===== src/hw/rtl/alle_pkg.sv =====
`timescale 1ns / 1ps

package alle_pkg;

    // node store geometry, tied to the 5-bit signed head field
    localparam int IDX_W      = 4;
    localparam int NODES      = 2 ** IDX_W;
    localparam int MAX_OUT    = 16;
    localparam int READ_LIMIT = (NODES < MAX_OUT) ? NODES : MAX_OUT;
    localparam int STEP_W     = IDX_W + 1;

    // field widths
    localparam int OP_W   = 3;
    localparam int HEAD_W = 5;
    localparam int VAL_W  = 32;
    localparam int STAT_W = 2;

    // stream packing
    localparam int IN_W      = 40;
    localparam int OUT_USED  = HEAD_W + VAL_W + STAT_W;
    localparam int OUT_W     = 40;
    localparam int OUT_PAD_W = OUT_W - OUT_USED;

    // link: node index or none
    typedef struct packed {
        logic             nil;
        logic [IDX_W-1:0] idx;
    } link_t;

    localparam link_t LINK_NONE = '{nil: 1'b1, idx: '0};

    typedef enum logic [OP_W-1:0] {
        OP_INS_FIRST  = 3'd0,
        OP_INS_LAST   = 3'd1,
        OP_INS_SORTED = 3'd2,
        OP_DELETE     = 3'd3,
        OP_READ       = 3'd4
    } op_t;

    typedef enum logic [STAT_W-1:0] {
        STAT_OK        = 2'd0,
        STAT_FULL      = 2'd1,
        STAT_NOT_FOUND = 2'd2,
        STAT_EMPTY     = 2'd3
    } status_t;

    typedef enum logic [2:0] {
        S_IDLE,
        S_ALLOC,
        S_WALK,
        S_WR1,
        S_WR2,
        S_EMIT,
        S_READ
    } state_t;

    // sequencer to node store
    typedef struct packed {
        logic [IDX_W-1:0] rd_addr;
        logic             val_we;
        logic             link_we;
        logic [IDX_W-1:0] wr_addr;
        logic [VAL_W-1:0] wr_val;
        link_t            wr_link;
    } mem_req_t;

    // node store to sequencer, in the cycle after the read address
    typedef struct packed {
        logic [VAL_W-1:0] rd_val;
        link_t            rd_link;
    } mem_rsp_t;

    // port head to link, negative means empty
    function automatic link_t head_from_port(input logic [HEAD_W-1:0] h);
        link_t l;
        l.nil = h[HEAD_W-1];
        l.idx = h[IDX_W-1:0];
        return l;
    endfunction

    // link to port head, none becomes -1
    function automatic logic [HEAD_W-1:0] head_to_port(input link_t l);
        logic [HEAD_W-1:0] h;
        h = l.nil ? '1 : HEAD_W'(l.idx);
        return h;
    endfunction

    // link of an entry never written: i minus one, entry zero ends the free list
    function automatic link_t reset_link(input logic [IDX_W-1:0] a);
        link_t l;
        if (a == '0)
        begin
            l = LINK_NONE;
        end
        else
        begin
            l.nil = 1'b0;
            l.idx = a - IDX_W'(1);
        end
        return l;
    endfunction

endpackage


===== src/hw/rtl/alle_node_mem.sv =====
`timescale 1ns / 1ps

module alle_node_mem (
    input  logic               clk,
    input  logic               rst_n,
    input  alle_pkg::mem_req_t req,
    output alle_pkg::mem_rsp_t rsp
);
    import alle_pkg::*;

    logic [VAL_W-1:0] val_mem  [NODES];
    link_t            link_mem [NODES];
    logic [NODES-1:0] written_reg;
    logic [VAL_W-1:0] rd_val_reg;
    link_t            rd_link_reg;
    logic             rd_written_reg;
    logic [IDX_W-1:0] rd_addr_reg;

    // value store, contents undefined until written
    always_ff @(posedge clk)
    begin
        if (req.val_we)
        begin
            val_mem[req.wr_addr] <= req.wr_val;
        end
        rd_val_reg <= val_mem[req.rd_addr];
    end

    // link store
    always_ff @(posedge clk)
    begin
        if (req.link_we)
        begin
            link_mem[req.wr_addr] <= req.wr_link;
        end
        rd_link_reg <= link_mem[req.rd_addr];
        rd_addr_reg <= req.rd_addr;
    end

    // per-entry written flags, cleared at reset so the free list is rebuilt at once
    always_ff @(posedge clk or negedge rst_n)
    begin
        if (!rst_n)
        begin
            written_reg    <= '0;
            rd_written_reg <= 1'b0;
        end
        else
        begin
            if (req.link_we)
            begin
                written_reg[req.wr_addr] <= 1'b1;
            end
            rd_written_reg <= written_reg[req.rd_addr];
        end
    end

    // unwritten links read as their reset value
    assign rsp.rd_val  = rd_val_reg;
    assign rsp.rd_link = rd_written_reg ? rd_link_reg : reset_link(rd_addr_reg);

endmodule


===== src/hw/rtl/alle_seq.sv =====
`timescale 1ns / 1ps

module alle_seq (
    input  logic                        clk,
    input  logic                        rst_n,
    input  logic                        in_valid,
    output logic                        in_ready,
    input  logic [alle_pkg::IN_W-1:0]   in_data,
    output logic                        out_valid,
    input  logic                        out_ready,
    output logic [alle_pkg::HEAD_W-1:0] out_head,
    output logic [alle_pkg::VAL_W-1:0]  out_value,
    output logic [alle_pkg::STAT_W-1:0] out_status,
    output logic                        out_last,
    output alle_pkg::mem_req_t          req,
    input  alle_pkg::mem_rsp_t          rsp
);
    import alle_pkg::*;

    state_t                  state_reg, state_next;
    op_t                     op_reg, op_next;
    link_t                   head_reg, head_next;
    logic signed [VAL_W-1:0] val_reg, val_next;
    logic [IDX_W-1:0]        n_reg, n_next;
    link_t                   cur_reg, cur_next;
    link_t                   prev_reg, prev_next;
    link_t                   nxt_reg, nxt_next;
    logic [STEP_W-1:0]       steps_reg, steps_next;
    link_t                   free_head_reg, free_head_next;
    status_t                 status_reg, status_next;

    logic                    out_valid_reg;
    logic [HEAD_W-1:0]       out_head_reg, out_head_next;
    logic [VAL_W-1:0]        out_value_reg, out_value_next;
    logic [STAT_W-1:0]       out_status_reg, out_status_next;
    logic                    out_last_reg, out_last_next;
    logic                    out_load;
    logic                    out_free;

    op_t                     in_op;
    link_t                   in_head;
    logic signed [VAL_W-1:0] in_val;
    logic                    steps_ok;
    logic                    val_less;
    logic                    val_match;
    logic                    read_last;

    // input unpacking
    assign in_op   = op_t'(in_data[OP_W-1:0]);
    assign in_head = head_from_port(in_data[OP_W +: HEAD_W]);
    assign in_val  = $signed(in_data[OP_W+HEAD_W +: VAL_W]);

    // walk conditions on the node just read
    assign steps_ok  = steps_reg < STEP_W'(NODES);
    assign val_less  = $signed(rsp.rd_val) < val_reg;
    assign val_match = $signed(rsp.rd_val) == val_reg;
    assign read_last = rsp.rd_link.nil || ((steps_reg + STEP_W'(1)) >= STEP_W'(READ_LIMIT));

    assign out_free = !out_valid_reg || out_ready;

    // control registers
    always_ff @(posedge clk or negedge rst_n)
    begin
        if (!rst_n)
        begin
            state_reg     <= S_IDLE;
            free_head_reg <= '{nil: 1'b0, idx: IDX_W'(NODES - 1)};
            steps_reg     <= '0;
            out_valid_reg <= 1'b0;
        end
        else
        begin
            state_reg     <= state_next;
            free_head_reg <= free_head_next;
            steps_reg     <= steps_next;
            if (out_load)
            begin
                out_valid_reg <= 1'b1;
            end
            else if (out_ready)
            begin
                out_valid_reg <= 1'b0;
            end
        end
    end

    // working registers
    always_ff @(posedge clk)
    begin
        op_reg     <= op_next;
        head_reg   <= head_next;
        val_reg    <= val_next;
        n_reg      <= n_next;
        cur_reg    <= cur_next;
        prev_reg   <= prev_next;
        nxt_reg    <= nxt_next;
        status_reg <= status_next;
    end

    // result register
    always_ff @(posedge clk)
    begin
        if (out_load)
        begin
            out_head_reg   <= out_head_next;
            out_value_reg  <= out_value_next;
            out_status_reg <= out_status_next;
            out_last_reg   <= out_last_next;
        end
    end

    // sequencer: allocate, walk, write back, emit, or read out a list
    always_comb
    begin
        state_next      = state_reg;
        op_next         = op_reg;
        head_next       = head_reg;
        val_next        = val_reg;
        n_next          = n_reg;
        cur_next        = cur_reg;
        prev_next       = prev_reg;
        nxt_next        = nxt_reg;
        steps_next      = steps_reg;
        free_head_next  = free_head_reg;
        status_next     = status_reg;
        in_ready        = 1'b0;
        out_load        = 1'b0;
        out_head_next   = head_to_port(head_reg);
        out_value_next  = '0;
        out_status_next = status_reg;
        out_last_next   = 1'b1;
        req             = '0;
        req.rd_addr     = cur_reg.idx;
        req.wr_addr     = n_reg;
        req.wr_val      = val_reg;
        req.wr_link     = LINK_NONE;

        unique case (state_reg)
            S_IDLE:
            begin
                in_ready = 1'b1;
                if (in_valid)
                begin
                    op_next     = in_op;
                    head_next   = in_head;
                    val_next    = in_val;
                    cur_next    = in_head;
                    prev_next   = LINK_NONE;
                    steps_next  = STEP_W'(1);
                    status_next = STAT_OK;
                    req.rd_addr = in_head.idx;
                    unique case (in_op)
                        OP_INS_FIRST, OP_INS_LAST, OP_INS_SORTED:
                        begin
                            if (free_head_reg.nil)
                            begin
                                status_next = STAT_FULL;
                                state_next  = S_EMIT;
                            end
                            else
                            begin
                                n_next      = free_head_reg.idx;
                                req.rd_addr = free_head_reg.idx;
                                state_next  = S_ALLOC;
                            end
                        end
                        OP_DELETE:
                        begin
                            if (in_head.nil)
                            begin
                                status_next = STAT_EMPTY;
                                state_next  = S_EMIT;
                            end
                            else
                            begin
                                state_next = S_WALK;
                            end
                        end
                        OP_READ:
                        begin
                            steps_next = '0;
                            if (in_head.nil)
                            begin
                                status_next = STAT_EMPTY;
                                state_next  = S_EMIT;
                            end
                            else
                            begin
                                state_next = S_READ;
                            end
                        end
                        default:
                        begin
                            state_next = S_EMIT;
                        end
                    endcase
                end
            end

            // pop the free list, start the walk where one is needed
            S_ALLOC:
            begin
                free_head_next = rsp.rd_link;
                req.rd_addr    = head_reg.idx;
                unique case (op_reg)
                    OP_INS_LAST:
                    begin
                        state_next = head_reg.nil ? S_WR1 : S_WALK;
                    end
                    OP_INS_SORTED:
                    begin
                        steps_next = '0;
                        state_next = head_reg.nil ? S_WR1 : S_WALK;
                    end
                    default:
                    begin
                        state_next = S_WR1;
                    end
                endcase
            end

            // one node per cycle, data of cur_reg is on the read port
            S_WALK:
            begin
                unique case (op_reg)
                    OP_INS_LAST:
                    begin
                        if (!rsp.rd_link.nil && steps_ok)
                        begin
                            cur_next    = rsp.rd_link;
                            steps_next  = steps_reg + STEP_W'(1);
                            req.rd_addr = rsp.rd_link.idx;
                        end
                        else
                        begin
                            state_next = S_WR1;
                        end
                    end
                    OP_INS_SORTED:
                    begin
                        if (steps_ok && val_less)
                        begin
                            prev_next   = cur_reg;
                            cur_next    = rsp.rd_link;
                            steps_next  = steps_reg + STEP_W'(1);
                            req.rd_addr = rsp.rd_link.idx;
                            if (rsp.rd_link.nil)
                            begin
                                state_next = S_WR1;
                            end
                        end
                        else
                        begin
                            state_next = S_WR1;
                        end
                    end
                    OP_DELETE:
                    begin
                        if (!rsp.rd_link.nil && !val_match && steps_ok)
                        begin
                            prev_next   = cur_reg;
                            cur_next    = rsp.rd_link;
                            steps_next  = steps_reg + STEP_W'(1);
                            req.rd_addr = rsp.rd_link.idx;
                        end
                        else if (!val_match)
                        begin
                            status_next = STAT_NOT_FOUND;
                            state_next  = S_EMIT;
                        end
                        else
                        begin
                            nxt_next   = rsp.rd_link;
                            state_next = S_WR1;
                        end
                    end
                    default:
                    begin
                        state_next = S_EMIT;
                    end
                endcase
            end

            // first write back
            S_WR1:
            begin
                state_next = S_EMIT;
                unique case (op_reg)
                    OP_INS_FIRST:
                    begin
                        req.val_we  = 1'b1;
                        req.link_we = 1'b1;
                        req.wr_link = head_reg;
                        head_next   = '{nil: 1'b0, idx: n_reg};
                    end
                    OP_INS_LAST:
                    begin
                        req.val_we  = 1'b1;
                        req.link_we = 1'b1;
                        if (head_reg.nil)
                        begin
                            head_next = '{nil: 1'b0, idx: n_reg};
                        end
                        else
                        begin
                            state_next = S_WR2;
                        end
                    end
                    OP_INS_SORTED:
                    begin
                        req.val_we  = 1'b1;
                        req.link_we = 1'b1;
                        req.wr_link = cur_reg;
                        if (prev_reg.nil)
                        begin
                            head_next = '{nil: 1'b0, idx: n_reg};
                        end
                        else
                        begin
                            state_next = S_WR2;
                        end
                    end
                    OP_DELETE:
                    begin
                        req.link_we    = 1'b1;
                        req.wr_addr    = cur_reg.idx;
                        req.wr_link    = free_head_reg;
                        free_head_next = cur_reg;
                        if (prev_reg.nil)
                        begin
                            head_next = nxt_reg;
                        end
                        else
                        begin
                            state_next = S_WR2;
                        end
                    end
                    default:
                    begin
                        state_next = S_EMIT;
                    end
                endcase
            end

            // relink the predecessor or the tail
            S_WR2:
            begin
                state_next = S_EMIT;
                unique case (op_reg)
                    OP_INS_LAST:
                    begin
                        req.link_we = 1'b1;
                        req.wr_addr = cur_reg.idx;
                        req.wr_link = '{nil: 1'b0, idx: n_reg};
                    end
                    OP_INS_SORTED:
                    begin
                        req.link_we = 1'b1;
                        req.wr_addr = prev_reg.idx;
                        req.wr_link = '{nil: 1'b0, idx: n_reg};
                    end
                    OP_DELETE:
                    begin
                        req.link_we = 1'b1;
                        req.wr_addr = prev_reg.idx;
                        req.wr_link = nxt_reg;
                    end
                    default:
                    begin
                        req.link_we = 1'b0;
                    end
                endcase
            end

            // single result
            S_EMIT:
            begin
                if (out_free)
                begin
                    out_load   = 1'b1;
                    state_next = S_IDLE;
                end
            end

            // one result per node, read address held while the output stalls
            S_READ:
            begin
                if (out_free)
                begin
                    out_load        = 1'b1;
                    out_value_next  = rsp.rd_val;
                    out_status_next = STAT_OK;
                    out_last_next   = read_last;
                    if (read_last)
                    begin
                        state_next = S_IDLE;
                    end
                    else
                    begin
                        cur_next    = rsp.rd_link;
                        steps_next  = steps_reg + STEP_W'(1);
                        req.rd_addr = rsp.rd_link.idx;
                    end
                end
            end

            default:
            begin
                state_next = S_IDLE;
            end
        endcase
    end

    assign out_valid  = out_valid_reg;
    assign out_head   = out_head_reg;
    assign out_value  = out_value_reg;
    assign out_status = out_status_reg;
    assign out_last   = out_last_reg;

    // walks never run past the node count
    a_steps_bound: assert property (@(posedge clk) disable iff (!rst_n)
        steps_reg <= STEP_W'(NODES))
        else $error("walk step count beyond node count");

    // the store is only written during write back
    a_write_states: assert property (@(posedge clk) disable iff (!rst_n)
        (req.val_we || req.link_we) |-> (state_reg == S_WR1 || state_reg == S_WR2))
        else $error("node store written outside write back");

    // an accepted item always starts work
    a_accept_busy: assert property (@(posedge clk) disable iff (!rst_n)
        (in_valid && in_ready) |=> (state_reg != S_IDLE))
        else $error("accepted item left sequencer idle");

    // results come only from the emit or read states
    a_load_states: assert property (@(posedge clk) disable iff (!rst_n)
        out_load |-> (state_reg == S_EMIT || state_reg == S_READ))
        else $error("result loaded from wrong state");

endmodule


===== src/hw/rtl/array_linked_list_engine.sv =====
`timescale 1ns / 1ps

// Linked-list engine over a 16-node store with a free list threaded through the links.
// Input stream: one item per operation (insert first, insert last, insert sorted,
// delete value, read list) on a caller-held list head. Output stream: one result per
// item, or one result per node for read list, with tlast on the final one.
// One item is worked on at a time; s_axis_tready is high while the sequencer is idle.
// Items that touch no node (store full, delete or read of an empty list, spare op codes)
// go straight to the result, insert first allocates a node and writes it back, and
// insert last, insert sorted and delete walk one node per cycle through the link store
// before writing back; read list gives one result per cycle, up to 16, while the output
// register is free or m_axis_tready is high.
// The walk is bound by the single read port of the node store, whose read is registered.
// At the earliest, m_axis_tvalid rises once the emit state has loaded the output register.
// A finished result waits in an output register, and the next item is taken meanwhile;
// while that register is full and m_axis_tready is low the sequencer holds its result and stalls.
// Reset empties the output and rebuilds the free list at once (node 15 down to node 0),
// so items are taken from the first cycle after reset.
module array_linked_list_engine (
    input  logic                       clk,
    input  logic                       rst_n,
    input  logic                       s_axis_tvalid,
    output logic                       s_axis_tready,
    input  logic [alle_pkg::IN_W-1:0]  s_axis_tdata,   // op[2:0], head_in[7:3], value_in[39:8]
    output logic                       m_axis_tvalid,
    input  logic                       m_axis_tready,
    output logic [alle_pkg::OUT_W-1:0] m_axis_tdata,   // head_out[4:0], value_out[36:5], status[38:37]
    output logic                       m_axis_tlast
);
    import alle_pkg::*;

    mem_req_t          req;
    mem_rsp_t          rsp;
    logic [HEAD_W-1:0] out_head;
    logic [VAL_W-1:0]  out_value;
    logic [STAT_W-1:0] out_status;

    // node value and link store
    alle_node_mem u_mem (
        .clk   (clk),
        .rst_n (rst_n),
        .req   (req),
        .rsp   (rsp)
    );

    // operation sequencer and result register
    alle_seq u_seq (
        .clk        (clk),
        .rst_n      (rst_n),
        .in_valid   (s_axis_tvalid),
        .in_ready   (s_axis_tready),
        .in_data    (s_axis_tdata),
        .out_valid  (m_axis_tvalid),
        .out_ready  (m_axis_tready),
        .out_head   (out_head),
        .out_value  (out_value),
        .out_status (out_status),
        .out_last   (m_axis_tlast),
        .req        (req),
        .rsp        (rsp)
    );

    // result packing
    assign m_axis_tdata = {{OUT_PAD_W{1'b0}}, out_status, out_value, out_head};

endmodule


===== config.mk =====
export PLATFORM = sky130hd
export DESIGN_NAME = array_linked_list_engine
export DESIGN_NICKNAME = d
export VERILOG_FILES = /design/src/hw/rtl/alle_pkg.sv /design/src/hw/rtl/alle_node_mem.sv /design/src/hw/rtl/alle_seq.sv /design/src/hw/rtl/array_linked_list_engine.sv
export SDC_FILE = /design/constraint.sdc
export NUM_CORES = 1
export LEC_CHECK = 0
export BUFFER_PORTS_ARGS = -buffer_cell sky130_fd_sc_hd__clkbuf_2
export CORE_UTILIZATION = 50
export DETAILED_ROUTE_END_ITERATION = 10
export GPL_ROUTABILITY_DRIVEN = 0
export PLACE_DENSITY = 0.66
export SYNTH_ARGS = -nofsm -noshare
export SYNTH_HDL_FRONTEND = slang
export SYNTH_HIERARCHICAL = 1
export SYNTH_SLANG_ARGS = --single-unit

===== constraint.sdc =====
create_clock -name clk -period 5.8 [get_ports clk]
set_input_delay 0.58 -clock clk [delete_from_list [all_inputs] [get_ports clk]]
set_output_delay 0.58 -clock clk [all_outputs]
set_load 0.005 [all_outputs]

## Word-level counts from Yosys, hierarchy flattened

Memory sizes are Yosys's and may differ from the RTL's. A register that Yosys moved wholly into a read port is not among the register bits.
Cells that the tools add are included.

- Bitwise logic cells: 3
- Mux-type cells: 96
- Reduce and logical (&&, ||, !) cells: 40
- Order comparisons: 6
- Equal/unequal tests: 36
- $add $sub $neg: 2

Operators with widths:

| operator | number |
|---|---|
| two-way mux 5 bit | 22 |
| one-hot mux 5 bit (2 select lines) | 7 |
| one-hot mux 5 bit (3 select lines) | 4 |
| two-way mux 4 bit | 10 |
| one-hot mux 5 bit (4 select lines) | 2 |
| two-way mux 3 bit | 12 |
| equality test 32 bit | 1 |
| less-than comparator 32 bit | 1 |
| one-hot mux 3 bit (7 select lines) | 1 |
| two-way mux 1 bit | 20 |
| equality test 3 x 2 -> 1 bit (second input constant) | 6 |
| inequality test 3 x 2 -> 1 bit (second input constant) | 6 |
| one-hot mux 3 bit (3 select lines) | 2 |
| two-way mux 2 bit | 8 |
| OR 16 bit | 1 |
| one-hot mux 4 bit (4 select lines) | 1 |
| AND reduction 5 bit | 3 |
| equality test 3 bit (second input constant) | 4 |
| one-hot mux 4 bit (3 select lines) | 1 |
| less-than comparator 4 x 5 -> 1 bit (second input constant) | 2 |
| inequality test 2 x 1 -> 1 bit (second input constant) | 5 |
| inequality test 2 bit (second input constant) | 5 |
| equality test 3 x 1 -> 1 bit (second input constant) | 3 |
| zero test 3 bit | 3 |
| 32 further kinds | 53 |

- Register bits: 136
- Memory bits (writable): 592
- Bits of input ports: 44
- Word-level logic and storage cells: 210
- Output and inout port bits: 43
- Memories: 2

Memories:

| name | depth | width | read ports | clocked after Yosys merged registers in | write ports | line | source |
|---|---|---|---|---|---|---|---|
| u_mem.val_mem | 16 | 32 | 1 | 1 | 1 | alle_node_mem.sv:11 | `logic [VAL_W-1:0] val_mem [NODES];` |
| u_mem.link_mem | 16 | 5 | 1 | 1 | 1 | alle_node_mem.sv:12 | `link_t link_mem [NODES];` |

## Longest topological paths before layout

Gate-level depths: netlist of run 1.

- Depth in word-level cells: 11
- Mapped depth: 16
- Gate-level depth less buffers: 12

## Modules after synthesis

Netlist of run 1, hierarchy kept.

By module, submodules not included:

| module | seq. area each (um^2) | cells an instance | area each (um^2) | instances |
|---|---|---|---|---|
| alle_node_mem | 19023.2 | 1050 | 23877.9 | 1 |
| alle_seq | 3388.2 | 606 | 6344.8 | 1 |
| array_linked_list_engine | 0.0 | 2 | 11.3 | 1 |

## Worst setup path after synthesis of run 1

Ideal clock, no wire load.

- Path type: reg-to-reg
- From: reg u_seq.state_reg[2]
- To: mem u_mem.val_mem[0][0] (enable)
- Required time: 5.379 ns
- Clock period less this slack: 4.179 ns
- Stages on the path, launching flop included: 11
- Path slack: 1.621 ns
- Setup time: 0.421 ns
- Data arrival time: 3.758 ns
- Buffers on the path: 2
- Cells stage by stage: dfrtp_1 -> clkbuf_1 -> clkinv_1 -> or3_1 -> clkbuf_1 -> nand2_1 -> o21ai_0 -> nand2_1 -> o221ai_1 -> or3b_2 -> nor2_1

RTL lines:

| what | line | source |
|---|---|---|
| start: declaration | alle_seq.sv:20 | `state_t state_reg, state_next;` |
| start signal: assignment | alle_seq.sv:73 | `state_reg <= state_next;` |
| end: declaration | alle_node_mem.sv:11 |  |

==> reports/qor.csv, run 1 <==
metric,value,unit
status,"finished, final reports clean",
drive_gt1_share,26.02,%
cts_buffer_depth,3,
via_per_inst,6.106,
drt_wl_total,70520,um
finalCritPeriodShare,90.19,%
initial_utilization,50.94,%
cts_buffers,77,
ant_nets,0,
setup_slack,0.5692,ns
max_freq,0.1912,GHz
r2r_end,u_mem/rd_val_reg[19]$_DFF_P_,
place_ws,0.6071,ns
synth_warnings,6,
ctsResizeCount,0,
cts_sinks,765,
ys_types,66,
vdd_drop_max,0.3174,mV
core_area,0.05935,sq mm
synth_flop_cell,edfxtp_1,
cts_hold_buf,0,
clk_latency,0.62,ns
worstPathArrival,5.73,ns
pin_count,87,
hold_viol,0,
largest_register_ffs,512,
post_drt_wl_per_cell,26.73,um
die_y,247.9,um
leakage,0.01181,uW
top_register,u_mem/val_mem,
grt_max_degree,64,
rsz0062_at_grt,false,
post_cts_buffers,0,
final_common_cell,edfxtp_1,
cts-root-buf,clkbuf_16,
synth_area,0.03023,sq mm
grt.met1_usage,33.22,%
required,6.30,ns
grt_antenna_before_repair,1,
timing.rr.start,u_seq/val_reg[31]$_DFFE_PP_,
synth_edf_count,693,
grt_use_met2,38.24,%
layout_common_cells,"edfxtp_1 (693), mux4_2 (152), nand2_1 (104)",
regArea,0.02241,sq mm
syn_inst,1658,
path_class,register to register,
multiInputGateArea,0.007402,sq mm
tightestPinTransition,1.372,ns
start_kind,register,
grt_pass1_vias,16280,
die-width,247.9,um
cp-end-kind,register,
route.vias.total,16110,
fin_nets,1878,
overflow,0,
grt_pass1_wl,104600,um
busiest_layer,met2,
async_flop_share,4.052,%
dr.pass1.iters,5,
nFillCells,4334,
rows,89,
dieArea,0.06145,sq mm
final-setup-viol-count,0,
utilization,58.25,%
synth-seq-cells,765,
crit_fanout,35,
numPortBuffers,85,
clock-skew-final,0.02277,ns
worstHoldPathType,input port to asynchronous set/reset pin,
use_met3,3.893,%
period_needed,5.231,ns
synth_nets,1735,
drc,0,
ff2ff_path_depth,14,
syn_to_final_growth,14.36,%
h-tree-depth,3,
grt_use_total,23.55,%
ys_seq_area_share,74.13,%
r2r_setup_slack,0.57,ns
drtIter0Drc,1830,
fin_tns_setup,0,ns
reg_top3,"u_mem/val_mem (512), u_mem/link_mem (80)",
path_clk_slew,0.06,ns
p_per_area,564.7,mW/mm^2
max_cap_violations,0,
post-dp-hpwl,40810,um
final_cells,2638,
slew_headroom,8.524,%
syn_avg_cell_area,18.24,sq um
finalMaxSlewViolations,0,
cts_tree,done,
dpl.cell_count,2495,
[worst max path at each step]
stage / slack, ns / start / end
finish: 0.57 / u_seq/val_reg[31]$_DFFE_PP_ / u_mem/rd_val_reg[19]$_DFF_P_
global route: 0.24 / u_seq/val_reg[21]$_DFFE_PP_ / u_mem/rd_val_reg[19]$_DFF_P_
CTS: 0.62 / u_seq/val_reg[31]$_DFFE_PP_ / u_mem/rd_val_reg[19]$_DFF_P_
detailed placement: 0.61 / u_seq/val_reg[31]$_DFFE_PP_ / u_mem/rd_val_reg[19]$_DFF_P_
global placement: 0.69 / u_seq/val_reg[31]$_DFFE_PP_ / u_mem/rd_val_reg[6]$_DFF_P_
floorplan: 1.62 / u_seq/state_reg[2]$_DFFE_PN0P_ / u_mem/val_mem[0][0]$_DFFE_PP_
[power by group]
part	internal [uW]	switching [uW]
registers	6720	429
logic	3380	4050
clock network	2910	2040
total	13000	6510
[cells by family (layout without fill, tap and decap cells)]
group	after synthesis	in the layout	share of synthesized area, %
flops	765	765	74.13
simple gates	328	328	5.210
compound gates	230	230	5.368
mux	170	170	11.94
buf+inv	131	337	1.982
fa+ha+maj	33	33	1.366
other cells	1	2	0.01240
[critical path, stage by stage (launching register included)]
cell and delay, ns:
edfxtp_1 0.65, inv_1 0.12, ha_1 0.39, nand4_1 0.30, nor2_1 0.09, a221oi_1 0.54, a21boi_0 0.32, nor4_1 0.63
o21ai_0 0.29, a31oi_4 0.24, buf_4 0.29, buf_12 0.31, mux4_2 0.55, a22oi_1 0.29, nand2_1 0.07
[layout make-up]
cell class	count	area share [%]
sequential	765	64.82
multi-input combinational	762	21.41
clock buffer	102	6.166
timing repair buffer	145	3.076
tap	773	2.797
clock inverter	40	1.183
inverter	50	0.5428
antenna	1	0.007237
[synthesized netlist by cell type, drive strengths merged (11+ instances only)]
master  count  area (sq um)
nand2     104         390.4
o21ai      25         125.1
and2       36         225.2
a21oi      36         187.7
o22ai      11         68.82
a22oi      85         638.1
nor2b      15         93.84
nand3      17         85.08
ha         33         412.9
edfxtp    693         20810
a31oi      19         118.9
inv        49         183.9
mux2i      14         140.1
buf        30         220.2
clkbuf     51         191.4
nor3       13         65.06
nand2b     11         68.82
dfrtp      27         675.7
mux4      152          3423
dfxtp      41         820.8
nor2       80         300.3
or2        24         150.1
[per-stage QoR]
| stage | power, uW | hold slack (ns) | cell area [sq um] |
|---|---|---|---|
| floorplan | 12550 | 0.2844 | 30230 |
| global placement | 14630 | 0.4460 | 32030 |
| detailed placement | 14710 | 0.4497 | 32030 |
| CTS | 19660 | 0.1054 | 34570 |
| global route | 20430 | 0.1134 | 34570 |
| finish | 19530 | 0.1008 | 34580 |
[metal layers]
metal | wire length (um) | part of all wire [%]
met1 | 28810 | 41
met2 | 34530 | 49
met3 | 5455 | 7.7
met5 | 0 | 0
met4 | 1727 | 2.4
Power figures use the tool's default switching activity.
==> run 2, diff against run 1 <==
CORE_UTILIZATION = 62   (was 50)
GPL_TIMING_DRIVEN = 0   (was unset)
PLACE_DENSITY = 0.79   (was 0.66)
==> run 2 against run 1 <==
  * The flow now finishes with violations (DRC)
  * Via count grew 7.1%
  * Routed wire length is 4.6% higher
  * Critical path depth rose by 1
  * Die area shrank 19%
  * Sequential cell count did not move
  * Worst setup slack worse by 0.44 ns
  * Clock power fell by 1%
  * Highest routed layer unchanged
==> reports/qor.csv, run 2 (same netlist as run 1, synthesis figures left out) <==
metric,value,unit
via_per_inst,6.849,
max_cap_violations,0,
rsz0062_at_grt,false,
rows,80,
drc,1,
crit_top_cell,a22oi_1,
top_register,u_mem/val_mem,
path_class,register to register,
die-width,222.8,um
post-dp-hpwl,46640,um
fin_hold_ws,0.06037,ns
required,6.30,ns
post_cts_buffers,0,
critPathMaxStageDelay,0.82,ns
route.vias.total,17250,
clock-skew-final,0.03193,ns
pin_count,87,
clk_latency,0.63,ns
fin_tns_setup,0,ns
cts_buffer_depth,3,
grt_use_met2,47.48,%
cts-root-buf,clkbuf_16,
nFillCells,2679,
r2r_setup_slack,0.13,ns
cts_sinks,765,
initial_utilization,63.06,%
grt_pass1_vias,16970,
cp_num_cells,15,
finalCritPeriodShare,97.82,%
tightestPinTransition,1.423,ns
drt_wl_total,73770,um
cp-end-kind,register,
fin_area,0.03452,sq mm
drtIter0Drc,2447,
dr.pass1.iters,8,
p_per_area,581.1,mW/mm^2
grt.met1_usage,41.33,%
timing.rr.start,u_seq/val_reg[14]$_DFFE_PP_,
path_clk_slew,0.06,ns
grt_use_total,30.25,%
numPortBuffers,85,
core_area,0.04795,sq mm
grt_pass1_wl,107700,um
grt_max_degree,32,
overflow,0,
syn_to_final_growth,14.19,%
cts_tree,done,
critPathBufInv,4,
worstPathArrival,6.17,ns
placed_cell_area,0.03200,sq mm
grt_antenna_before_repair,1,
leakage,0.01182,uW
finalMaxSlewViolations,0,
path_delay_family,compound AO/OA/AOI/OAI gates,
period_needed,5.673,ns
hold_viol,0,
layout_common_cells,"edfxtp_1 (693), mux4_2 (152), nand2_1 (104)",
dieArea,0.04965,sq mm
crit_start,u_seq/val_reg[14]$_DFFE_PP_,
die_y,222.8,um
r2r_end,u_mem/rd_link_reg[4]$_DFF_P_,
ant_nets,0,
endpoint,u_mem/rd_link_reg[4]$_DFF_P_,
h-tree-depth,3,
violations,DRC,
max_freq,0.1763,GHz
use_met3,5.898,%
fin_nets,1918,
drive_gt1_share,24.78,%
final-setup-viol-count,0,
vdd_drop_max,0.4441,mV
start_kind,register,
ff2ff_path_depth,15,
crit_fanout,17,
status,finished with violations,
worstPathCellList,"inv_1, ha_1, nand4_1, nor4_2, a21boi_0, o31a_1, or3_1, buf_6, o31ai_1, a22oi_1, buf_2, clkbuf_1, mux4_2, a22oi_1, nand2_1",
cpMaxStageDelayCell,clkbuf_1,
final_common_cell,edfxtp_1,
post_drt_wl_per_cell,29.30,um
largest_register_ffs,512,
busiest_layer,met2,
worstHoldPathType,input port to asynchronous set/reset pin,
slew_headroom,5.166,%
reg_top3,"u_mem/val_mem (512), u_mem/link_mem (80)",
cts_buffers,75,
## run 2: cell types whose count changed in the layout (fill, tap and decap cells not counted), sizes merged
cell and delta:
clkbuf +51, clkinv -4, bufinv -1, diode +1
buf -8, clkinvlp -2, inv +1
## run 2: area by class of cell
cell class                 count  area, sq um  share of cell area (%)
antenna                        2        5.005                 0.01450
buffer                        80        414.1                   1.200
clock buffer                 103         2126                   6.157
clock inverter                34        355.3                   1.029
inverter                      50        187.7                  0.5436
multi-input combinational    762         7382                   21.38
sequential                   765        22410                   64.91
tap                          615        769.5                   2.229
timing repair buffer         107        873.3                   2.530
## run 2: through the flow
stage | power, uW | util (%) | worst slack [ns] | cells
2_1_floorplan | 12550 | - | 1.621 | 1658
3_3_place_gp | 14720 | 65.55 | -0.7759 | 2358
3_5_place_dp | 15000 | 66.73 | -0.1343 | 2378
4_1_cts | 19980 | 71.92 | 0.01788 | 2515
5_1_grt | 20750 | 72.00 | 0.08074 | 2516
6_report | 20060 | 72.01 | 0.1267 | 2518
## run 2: worst min path at each step
stage	start	to	slack, ns	cells after the start
finish	rst_n	u_seq/free_head_reg[4]$_DFFE_PN0P_	0.06	1
global route	s_axis_tdata[26]	u_seq/val_reg[18]$_DFFE_PP_	0.11	1
CTS	rst_n	u_seq/free_head_reg[4]$_DFFE_PN0P_	0.08	1
detailed placement	u_mem/written_reg[2]$_DFFE_PN0P_	u_mem/written_reg[2]$_DFFE_PN0P_	0.45	1
global placement	u_mem/written_reg[6]$_DFFE_PN0P_	u_mem/written_reg[6]$_DFFE_PN0P_	0.44	1
floorplan	rst_n	u_mem/rd_written_reg$_DFF_PN0_	0.28	0
## run 2: worst register-to-register path, stage by stage, from the launching register on
cell	delay, ns
edfxtp_1	0.70
inv_1	0.15
ha_1	0.36
nand4_1	0.27
nor4_2	0.66
a21boi_0	0.40
o31a_1	0.39
or3_1	0.18
buf_6	0.13
o31ai_1	0.07
a22oi_1	0.34
buf_2	0.31
clkbuf_1	0.83
mux4_2	0.47
a22oi_1	0.24
nand2_1	0.09
## run 2: timing repair
action                                  in CTS  in global routing
endpoints found under the setup margin      20                 32
resized for setup                            2                 12
hold buffers                                 0                  0
cloned                                       0                  0
## run 2: power by group
group	switching, uW	internal, uW	leakage [uW]	total, uW
combinational	4640	3410	0.00357	8050
clock	2040	2850	0.00121	4890
sequential	397	6720	0.00704	7120
## run 2: routing by layer
layer | wire length, um | part of all wire [%]
met1 | 27090 | 37
met2 | 35220 | 48
met3 | 7729 | 10
met4 | 3726 | 5.1
met5 | 0 | 0
